### src/command_to_can_frame_segmenter_core_defines.svh
// Assertion macros for the command-to-CAN-frame segmenter.
// Expects clk_i and rst_ni to be visible where the macros are used.
`ifndef COMMAND_TO_CAN_FRAME_SEGMENTER_CORE_DEFINES_SVH
`define COMMAND_TO_CAN_FRAME_SEGMENTER_CORE_DEFINES_SVH

// Same-cycle implication, checked on the rising clock edge outside reset.
`define CFS_ASSERT_IMP(lbl, ante, cons, msg) \
  lbl: assert property (@(posedge clk_i) disable iff (!rst_ni) (ante) |-> (cons)) \
    else $error(msg);

// Next-cycle implication, checked on the rising clock edge outside reset.
`define CFS_ASSERT_NXT(lbl, ante, cons, msg) \
  lbl: assert property (@(posedge clk_i) disable iff (!rst_ni) (ante) |=> (cons)) \
    else $error(msg);

`endif

### src/cfs_pkg.sv
// Shared types and constants of the command-to-CAN-frame segmenter.
// No dependencies.
package cfs_pkg;

  localparam int unsigned PayloadMax = 7;
  localparam int unsigned ByteW      = 8;

  typedef enum logic [1:0] {
    PhAddress  = 2'd0,
    PhFunction = 2'd1,
    PhPayload  = 2'd2
  } phase_e;

  // Control broadcast to every payload cell.
  typedef struct packed {
    logic load;   // a payload byte is accepted this cycle
    logic clear;  // the current frame leaves or a command restarts
  } cell_ctrl_t;

endpackage

### src/cfs_if.sv
// Valid/ready channel interfaces for command bytes and CAN frames.
// Depends on nothing; used by the top level.
interface cfs_cmd_if;
  logic       valid;
  logic       ready;
  logic [7:0] cmd_byte;
  logic       end_of_command;

  modport source (output valid, cmd_byte, end_of_command, input ready);
  modport sink   (input valid, cmd_byte, end_of_command, output ready);
endinterface

interface cfs_frame_if;
  logic        valid;
  logic        ready;
  logic [15:0] frame_ext_id;
  logic [3:0]  frame_dlc;
  logic [7:0]  frame_byte0;
  logic [7:0]  frame_byte1;
  logic [7:0]  frame_byte2;
  logic [7:0]  frame_byte3;
  logic [7:0]  frame_byte4;
  logic [7:0]  frame_byte5;
  logic [7:0]  frame_byte6;
  logic [7:0]  frame_byte7;
  logic        final_frame;

  modport source (output valid, frame_ext_id, frame_dlc, frame_byte0, frame_byte1,
                  frame_byte2, frame_byte3, frame_byte4, frame_byte5, frame_byte6,
                  frame_byte7, final_frame, input ready);
  modport sink   (input valid, frame_ext_id, frame_dlc, frame_byte0, frame_byte1,
                  frame_byte2, frame_byte3, frame_byte4, frame_byte5, frame_byte6,
                  frame_byte7, final_frame, output ready);
endinterface

### src/command_to_can_frame_segmenter_core.sv
// Top level of the command-to-CAN-frame segmenter: header tracking, cell chain
// and frame output register. Depends on cfs_pkg, cfs_if and cfs_cell.
//
//   Channel  | Direction | Carries
//   ---------+-----------+---------------------------------------------------
//   cmd_i    | in        | one command byte and its end-of-command flag
//   frame_o  | out       | one extended-ID CAN data frame, ID, DLC, 8 bytes
//
// One command byte is taken every cycle unless the input stalls; a frame is
// shown in the cycle after the byte that completes it, via the output register.
// The input stalls only while a frame sits in the output register and the
// sink does not take it in that same cycle.
// Reset clears the header phase, fill count, packet number, the slot
// occupancy flags and the output valid; slot data has no reset.
`include "command_to_can_frame_segmenter_core_defines.svh"

module command_to_can_frame_segmenter_core import cfs_pkg::*; (
  input  logic        clk_i,
  input  logic        rst_ni,
  cfs_cmd_if.sink     cmd_i,
  cfs_frame_if.source frame_o
);

  // Header and sequencing state.
  phase_e           phase_q, phase_d;
  logic [ByteW-1:0] addr_q, addr_d;
  logic [ByteW-1:0] func_q, func_d;
  logic [2:0]       fill_q, fill_d;
  logic [ByteW-1:0] pkt_q, pkt_d;

  logic             accept;
  logic             last;
  logic             emit;
  cell_ctrl_t       cell_ctrl;

  // Cell chain: occupancy ripples from slot to slot, each slot shows its byte.
  logic [PayloadMax:0]          occ;
  logic [PayloadMax-1:0][7:0]   view;

  // Output register.
  logic        out_vq;
  logic [15:0] id_q;
  logic [3:0]  dlc_q;
  logic [7:0]  b0_q;
  logic [PayloadMax-1:0][7:0] pay_q;
  logic        fin_q;

  assign cmd_i.ready = !out_vq || frame_o.ready;
  assign accept      = cmd_i.valid && cmd_i.ready;
  assign last        = cmd_i.end_of_command;

  // A frame goes out on the seventh payload byte or on the command's last byte.
  assign emit = accept && (phase_q == PhPayload) &&
                ((fill_q == 3'(PayloadMax - 1)) || last);

  always_comb begin
    phase_d         = phase_q;
    addr_d          = addr_q;
    func_d          = func_q;
    fill_d          = fill_q;
    pkt_d           = pkt_q;
    cell_ctrl.load  = 1'b0;
    cell_ctrl.clear = 1'b0;
    if (accept) begin
      unique case (phase_q)
        PhAddress: begin
          addr_d = cmd_i.cmd_byte;
          if (!last) begin
            phase_d = PhFunction;
          end
          fill_d = '0;
          pkt_d  = '0;
        end
        PhFunction: begin
          func_d  = cmd_i.cmd_byte;
          phase_d = last ? PhAddress : PhPayload;
          fill_d  = '0;
          pkt_d   = '0;
        end
        PhPayload: begin
          cell_ctrl.load = 1'b1;
          fill_d         = fill_q + 3'd1;
          if (emit) begin
            cell_ctrl.clear = 1'b1;
            fill_d          = '0;
            if (last) begin
              phase_d = PhAddress;
              pkt_d   = '0;
            end else begin
              pkt_d = pkt_q + 8'd1;
            end
          end
        end
        default: begin
          phase_d         = PhAddress;
          fill_d          = '0;
          pkt_d           = '0;
          cell_ctrl.clear = 1'b1;
        end
      endcase
    end
  end

  always_ff @(posedge clk_i or negedge rst_ni) begin
    if (!rst_ni) begin
      phase_q <= PhAddress;
      addr_q  <= '0;
      func_q  <= '0;
      fill_q  <= '0;
      pkt_q   <= '0;
    end else begin
      phase_q <= phase_d;
      addr_q  <= addr_d;
      func_q  <= func_d;
      fill_q  <= fill_d;
      pkt_q   <= pkt_d;
    end
  end

  // The first slot always sees a full left neighbor.
  assign occ[0] = 1'b1;

  for (genvar i = 0; i < PayloadMax; i++) begin : g_cell
    cfs_cell u_cell (
      .clk_i      (clk_i),
      .rst_ni     (rst_ni),
      .ctrl_i     (cell_ctrl),
      .byte_i     (cmd_i.cmd_byte),
      .prev_occ_i (occ[i]),
      .occ_o      (occ[i+1]),
      .view_o     (view[i])
    );
  end

  // The output register loads the assembled frame in the cycle of the
  // completing byte; unused slots already read as zero from the cells.
  always_ff @(posedge clk_i or negedge rst_ni) begin
    if (!rst_ni) begin
      out_vq <= 1'b0;
    end else if (emit) begin
      out_vq <= 1'b1;
    end else if (frame_o.ready) begin
      out_vq <= 1'b0;
    end
  end

  always_ff @(posedge clk_i) begin
    if (emit) begin
      id_q  <= {addr_q, pkt_q};
      dlc_q <= {1'b0, fill_q} + 4'd2;
      b0_q  <= func_q;
      pay_q <= view;
      fin_q <= last;
    end
  end

  assign frame_o.valid        = out_vq;
  assign frame_o.frame_ext_id = id_q;
  assign frame_o.frame_dlc    = dlc_q;
  assign frame_o.frame_byte0  = b0_q;
  assign frame_o.frame_byte1  = pay_q[0];
  assign frame_o.frame_byte2  = pay_q[1];
  assign frame_o.frame_byte3  = pay_q[2];
  assign frame_o.frame_byte4  = pay_q[3];
  assign frame_o.frame_byte5  = pay_q[4];
  assign frame_o.frame_byte6  = pay_q[5];
  assign frame_o.frame_byte7  = pay_q[6];
  assign frame_o.final_frame  = fin_q;

  // The occupancy ripple in the chain must agree with the fill count.
  `CFS_ASSERT_IMP(a_fill_matches_chain, 1'b1,
                  $countones(occ[PayloadMax:1]) == 32'(fill_q),
                  "cell occupancy disagrees with fill count")

  // After the final frame of a command the block waits for a fresh address.
  `CFS_ASSERT_NXT(a_final_restarts, emit && last,
                  phase_q == PhAddress && fill_q == 3'd0 && pkt_q == 8'd0,
                  "command did not restart after its final frame")

  // A frame on the output always carries between one and seven payload bytes.
  `CFS_ASSERT_IMP(a_dlc_range, frame_o.valid,
                  frame_o.frame_dlc >= 4'd2 && frame_o.frame_dlc <= 4'd8,
                  "frame DLC out of range")

endmodule

### src/cfs_cell.sv
// One payload slot of the segmenter's cell chain.
// Depends on cfs_pkg.
module cfs_cell import cfs_pkg::*; (
  input  logic             clk_i,
  input  logic             rst_ni,
  input  cell_ctrl_t       ctrl_i,
  input  logic [ByteW-1:0] byte_i,
  input  logic             prev_occ_i,
  output logic             occ_o,
  output logic [ByteW-1:0] view_o
);

  logic             occ_q, occ_d;
  logic [ByteW-1:0] data_q;
  logic             wr;

  // The slot takes the byte when its left neighbor is full and it is still empty.
  assign wr = ctrl_i.load & prev_occ_i & ~occ_q;

  always_comb begin
    occ_d = occ_q;
    if (ctrl_i.clear) begin
      occ_d = 1'b0;
    end else if (wr) begin
      occ_d = 1'b1;
    end
  end

  always_ff @(posedge clk_i or negedge rst_ni) begin
    if (!rst_ni) begin
      occ_q <= 1'b0;
    end else begin
      occ_q <= occ_d;
    end
  end

  always_ff @(posedge clk_i) begin
    if (wr) begin
      data_q <= byte_i;
    end
  end

  assign occ_o  = occ_q;
  assign view_o = occ_q ? data_q : (wr ? byte_i : '0);

endmodule

### src/flat_wrapper.sv
// flat-port wrapper written by rule: the top's interface ports become plain ports
module command_to_can_frame_segmenter_core_flat import cfs_pkg::*;
  (clk_i, rst_ni, cmd_i_valid, cmd_i_cmd_byte, cmd_i_end_of_command, cmd_i_ready, frame_o_valid, frame_o_frame_ext_id, frame_o_frame_dlc, frame_o_frame_byte0, frame_o_frame_byte1, frame_o_frame_byte2, frame_o_frame_byte3, frame_o_frame_byte4, frame_o_frame_byte5, frame_o_frame_byte6, frame_o_frame_byte7, frame_o_final_frame, frame_o_ready);
  cfs_cmd_if cmd_i_i ();
  cfs_frame_if frame_o_i ();
  input  logic clk_i;
  input  logic rst_ni;
  input wire logic [$bits(cmd_i_i.valid)-1:0] cmd_i_valid;
  input wire logic [$bits(cmd_i_i.cmd_byte)-1:0] cmd_i_cmd_byte;
  input wire logic [$bits(cmd_i_i.end_of_command)-1:0] cmd_i_end_of_command;
  output wire logic [$bits(cmd_i_i.ready)-1:0] cmd_i_ready;
  output wire logic [$bits(frame_o_i.valid)-1:0] frame_o_valid;
  output wire logic [$bits(frame_o_i.frame_ext_id)-1:0] frame_o_frame_ext_id;
  output wire logic [$bits(frame_o_i.frame_dlc)-1:0] frame_o_frame_dlc;
  output wire logic [$bits(frame_o_i.frame_byte0)-1:0] frame_o_frame_byte0;
  output wire logic [$bits(frame_o_i.frame_byte1)-1:0] frame_o_frame_byte1;
  output wire logic [$bits(frame_o_i.frame_byte2)-1:0] frame_o_frame_byte2;
  output wire logic [$bits(frame_o_i.frame_byte3)-1:0] frame_o_frame_byte3;
  output wire logic [$bits(frame_o_i.frame_byte4)-1:0] frame_o_frame_byte4;
  output wire logic [$bits(frame_o_i.frame_byte5)-1:0] frame_o_frame_byte5;
  output wire logic [$bits(frame_o_i.frame_byte6)-1:0] frame_o_frame_byte6;
  output wire logic [$bits(frame_o_i.frame_byte7)-1:0] frame_o_frame_byte7;
  output wire logic [$bits(frame_o_i.final_frame)-1:0] frame_o_final_frame;
  input wire logic [$bits(frame_o_i.ready)-1:0] frame_o_ready;
  assign cmd_i_i.valid = cmd_i_valid;
  assign cmd_i_i.cmd_byte = cmd_i_cmd_byte;
  assign cmd_i_i.end_of_command = cmd_i_end_of_command;
  assign cmd_i_ready = cmd_i_i.ready;
  assign frame_o_valid = frame_o_i.valid;
  assign frame_o_frame_ext_id = frame_o_i.frame_ext_id;
  assign frame_o_frame_dlc = frame_o_i.frame_dlc;
  assign frame_o_frame_byte0 = frame_o_i.frame_byte0;
  assign frame_o_frame_byte1 = frame_o_i.frame_byte1;
  assign frame_o_frame_byte2 = frame_o_i.frame_byte2;
  assign frame_o_frame_byte3 = frame_o_i.frame_byte3;
  assign frame_o_frame_byte4 = frame_o_i.frame_byte4;
  assign frame_o_frame_byte5 = frame_o_i.frame_byte5;
  assign frame_o_frame_byte6 = frame_o_i.frame_byte6;
  assign frame_o_frame_byte7 = frame_o_i.frame_byte7;
  assign frame_o_final_frame = frame_o_i.final_frame;
  assign frame_o_i.ready = frame_o_ready;
  command_to_can_frame_segmenter_core u_core (.clk_i(clk_i), .rst_ni(rst_ni), .cmd_i(cmd_i_i), .frame_o(frame_o_i));
endmodule
### config.mk
export PLATFORM = sky130hd
export DESIGN_NAME = command_to_can_frame_segmenter_core_flat
export DESIGN_NICKNAME = d
export VERILOG_FILES = /design/src/cfs_pkg.sv /design/src/cfs_if.sv /design/src/command_to_can_frame_segmenter_core.sv /design/src/cfs_cell.sv /design/src/flat_wrapper.sv
export VERILOG_INCLUDE_DIRS = /design/src /design/src/src
export SDC_FILE = /design/constraint.sdc
export NUM_CORES = 1
export LEC_CHECK = 0
export ABC_AREA = 1
export BUFFER_PORTS_ARGS = -buffer_cell sky130_fd_sc_hd__buf_4
export CAP_MARGIN = 20
export CORE_AREA = 2 2 136 138
export CTS_CLUSTER_SIZE = 8
export DETAILED_ROUTE_END_ITERATION = 8
export DIE_AREA = 0 0 138 140
export PLACE_DENSITY = 0.7
export SLEW_MARGIN = 5
export SYNTH_ARGS = -nofsm -noshare
export SYNTH_HDL_FRONTEND = slang
export SYNTH_HIERARCHICAL = 1
export SYNTH_SLANG_ARGS = --single-unit
### constraint.sdc
create_clock -name clk_i -period 4.5 [get_ports clk_i]
set_input_delay 1.35 -clock clk_i [delete_from_list [all_inputs] [get_ports clk_i]]
set_output_delay 1.35 -clock clk_i [all_outputs]
set_load 0.03 [all_outputs]
==> flow_summary.yaml <==
floorplan:
  dieArea_um2: 19300
  row_count: 49
  die_x_um: 138
  core_area_um2: 17800
  initial_core_util_pct: 39.6
  die_h_um: 140
  ioPinCount: 100
critical_path:
  cpMostUsedCell: "buf_4"
  cp_slowest_stage_delay_ns: 0.17
  rr_worst_depth: 7
  crit_path_start_kind: "input pin"
  crit_chain: "buf_4 -> inv_1 -> nand2_4 -> buf_4"
  critPathKind: "input pin to output pin"
  timing.rr.start: "u_core/phase_q[1]"
  cp_top_family: "buffers and inverters"
  r2r-end: "u_core/g_cell[1].u_cell/data_q[0]"
  path_buf_inv: 3
  r2r_setup_slack_ns: 2.00
  path_max_fanout: 3
  cpMaxStageDelayCell: "buf_4"
  worstSetupEndpointType: "output pin"
  worstPathArrival_ns: 1.77
  required_ns: 3.15
routing:
  wire_per_inst_um: 16.4
  drcViolationCount: 0
  viasPerCell: 5.00
  dr.pass1.iters: 5
  dr_total_vias: 4329
  antenna_left: 0
  routed_wl_um: 14200
  drt_iter0_markers: 418
logic_synthesis:
  synth_seq_cells: 178
  ys.flop_type: "edfxtp_1"
  ys_types: 30
  syn-num-nets: 545
  ys_seq_area_share_pct: 73.2
  synth_area_per_cell_um2: 13.3
  ys.warnings.count: 6
  syn_area_um2: 7050
  synthCells: 528
  async_flop_share_pct: 20.8
  synth-edff-count: 141
clock_tree:
  path_clk_slew_ns: 0.06
  clockRootBuffer: "clkbuf_16"
  cts.path.max_buffers: 2
  cts_sinks: 178
  cts_hold_buffers: 0
  post_cts_resize_count: 0
  cts_tree: "yes"
  post_cts_buffers: 0
  clock_latency_ns: 0.43
  cts_max_level: 4
  cts_made_buffers: 17
hold_path:
  min-delay-start: "u_core/addr_q[7]"
  hold_depth: 0
  hold_path_class: "flop to flop"
  hold-path-endpoint: "u_core/frame_o.frame_ext_id[15]"
timing:
  worst_pin_slew_ns: 0.998
  layout_min_cycle_time_ns: 3.12
  final_max_slew_viol_count: 0
  setup_violations: 0
  rsz0062_at_grt: "false"
  hold_viol: 0
  worst_slack_ns: 1.38
  clock_skew_ns: 0.0113
  fmax_mhz: 320
  slew-limit-headroom_pct: 33.3
  holdWs_ns: 0.461
  fin_tns_setup_ns: 0
  timing.final.crit_share_pct: 69.4
place:
  gp_congestion: 0.856
  place_ws_ns: 1.11
  io_buffer_count: 99
  dpl.hpwl_um: 9130
  placed_cells: 834
  place_area_um2: 7900
grt:
  grt_pass1_wl_um: 22100
  globalRouteOverflowTotal: 0
  grt_pass1_vias: 4149
  grt_usage_pct: 14.8
  grt_max_degree: 65
  grt_antenna_before_repair: 0
final_layout:
  n_antenna_cell: 0
  drive_above_1_share_pct: 27.5
  fin_area_um2: 8440
  instances_no_fill: 866
  syn2layout_area_growth_pct: 19.8
  fill_cells: 1566
  num-nets-final: 641
pwr:
  p_int_uw: 2860
  powerDensity_nw_per_um2: 473
  pwr-share-seq_pct: 53.9
  leakage_uw: 0.00339
  p_clk_share_pct: 33.6
  p_comb_share_pct: 12.6
  p_sw_share_pct: 28.3
  peakVddDrop_v: 0.000318
  p_sw_uw: 1130
status:
  status: "finished clean"
job:
  maxCapViolations: 0
metrics by stage:
| step | utilization [%] | total power [uW] |
|---|---|---|
| 2_1_floorplan | - | 2590 |
| 3_3_place_gp | 44.4 | 2650 |
| 3_5_place_dp | 44.4 | 2680 |
| 4_1_cts | 47.5 | 4010 |
| 5_1_grt | 47.5 | 4170 |
| 6_report | 47.5 | 3990 |
how the worst max path moves through the flow:
stage,from,to,depth (start not counted),slack (ns)
floorplan,frame_o_ready,u_core/frame_o.final_frame,6,0.36
global placement,frame_o_ready,u_core/g_cell[0].u_cell/data_q[2],8,1.28
detailed placement,frame_o_ready,u_core/g_cell[1].u_cell/data_q[2],8,1.11
CTS,frame_o_ready,cmd_i_ready,4,1.37
global route,frame_o_ready,cmd_i_ready,4,1.35
finish,frame_o_ready,cmd_i_ready,4,1.38
power groups by stage:
stage          registers [uW]  clock network (uW)  logic, uW
6_report                 2150                1340        502
5_1_grt                  2170                1440        561
4_1_cts                  2150                1370        503
3_5_place_dp             2180                   0        499
3_3_place_gp             2170                   0        477
2_1_floorplan            2060                   0        529
cells by family (layout without fill, tap and decap cells):
kind of cell               count (synthesis)  after routing  synth area share [%]
xor gates and xnor gates                   1              1                 0.124
and+or+nand+nor                          248            248                  16.5
AOI/OAI and AO/OA                         40             40                  4.07
DFF                                      178            178                  73.2
buffers and inverters                     56            165                  5.36
other                                      1              1                0.0532
adders and majority gates                  4              4                 0.710
final cells by class:
class / count / area [um^2] / area share [%]
clock buffer: 18 / 429 / 5.08
multi-input combinational: 294 / 1520 / 18.0
clock inverter: 14 / 116 / 1.38
timing repair buffer: 101 / 771 / 9.13
tap: 229 / 287 / 3.39
inverter: 32 / 161 / 1.91
sequential: 178 / 5160 / 61.1
worst reg2reg max path, delay by kind of cell, from the launching register on:
kind	cells	cell delay, ns
simple gates	4	1.03
flops	1	0.39
buf+inv	3	0.71
metal layers:
metal  global-route usage (%)  routed length, um  vias up
li1                         -                  -     2081
met1                     19.5               6120     2064
met2                     23.6               6920      164
met3                     4.03                957       20
met4                     5.85                237        0
met5                        0                  0        -
cells in the final DEF, fill, tap and decap left out, drive strengths merged:
master / instances
dfrtp: 37
xor2: 1
o22ai: 2
a211oi: 1
nand2: 159
bufinv: 1
o21bai: 3
clkinvlp: 5
a21oi: 8
or2: 1
buf: 101
nand3: 11
conb: 1
o21ai: 26
edfxtp: 141
inv: 31
ha: 4
nor2: 19
clkinv: 9
clkbuf: 18
nand4: 58
Yosys cell counts (2+ instances only):
cell type  number  area, um^2
inv_6           7        61.3
nand2_1       154         578
buf_6          10         113
buf_4          14         105
o21ai_1        10        50.1
o21bai_1        3        22.5
inv_1          21        78.8
inv_2           3        11.3
nand4_1        58         363
edfxtp_1      141        4230
o21ai_2        10        87.6
dfrtp_1        37         926
a21oi_2         8        70.1
nand3_1         8        40.0
nand3_4         2        35.0
nor2_2          3        18.8
o21ai_0         6        30.0
nor2_1         15        56.3
nand2_4         2        22.5
ha_1            4        50.1
nand2_2         3        18.8
sequential cells by signal, summed over array words and instances, names as in the netlist, 7 cells and up:
signal	flops
u_core/func_q	8
u_core/frame_o.frame_byte5	8
u_core/frame_o.frame_ext_id	16
u_core/frame_o.frame_byte0	8
u_core/frame_o.frame_byte3	8
u_core/addr_q	8
u_core/frame_o.frame_byte1	8
u_core/g_cell.u_cell/data_q	56
u_core/frame_o.frame_byte2	8
u_core/frame_o.frame_byte6	8
u_core/g_cell.u_cell/occ_o	7
u_core/frame_o.frame_byte7	8
u_core/pkt_q	8
u_core/frame_o.frame_byte4	8
No activity file was read; power rests on OpenSTA's default activity.
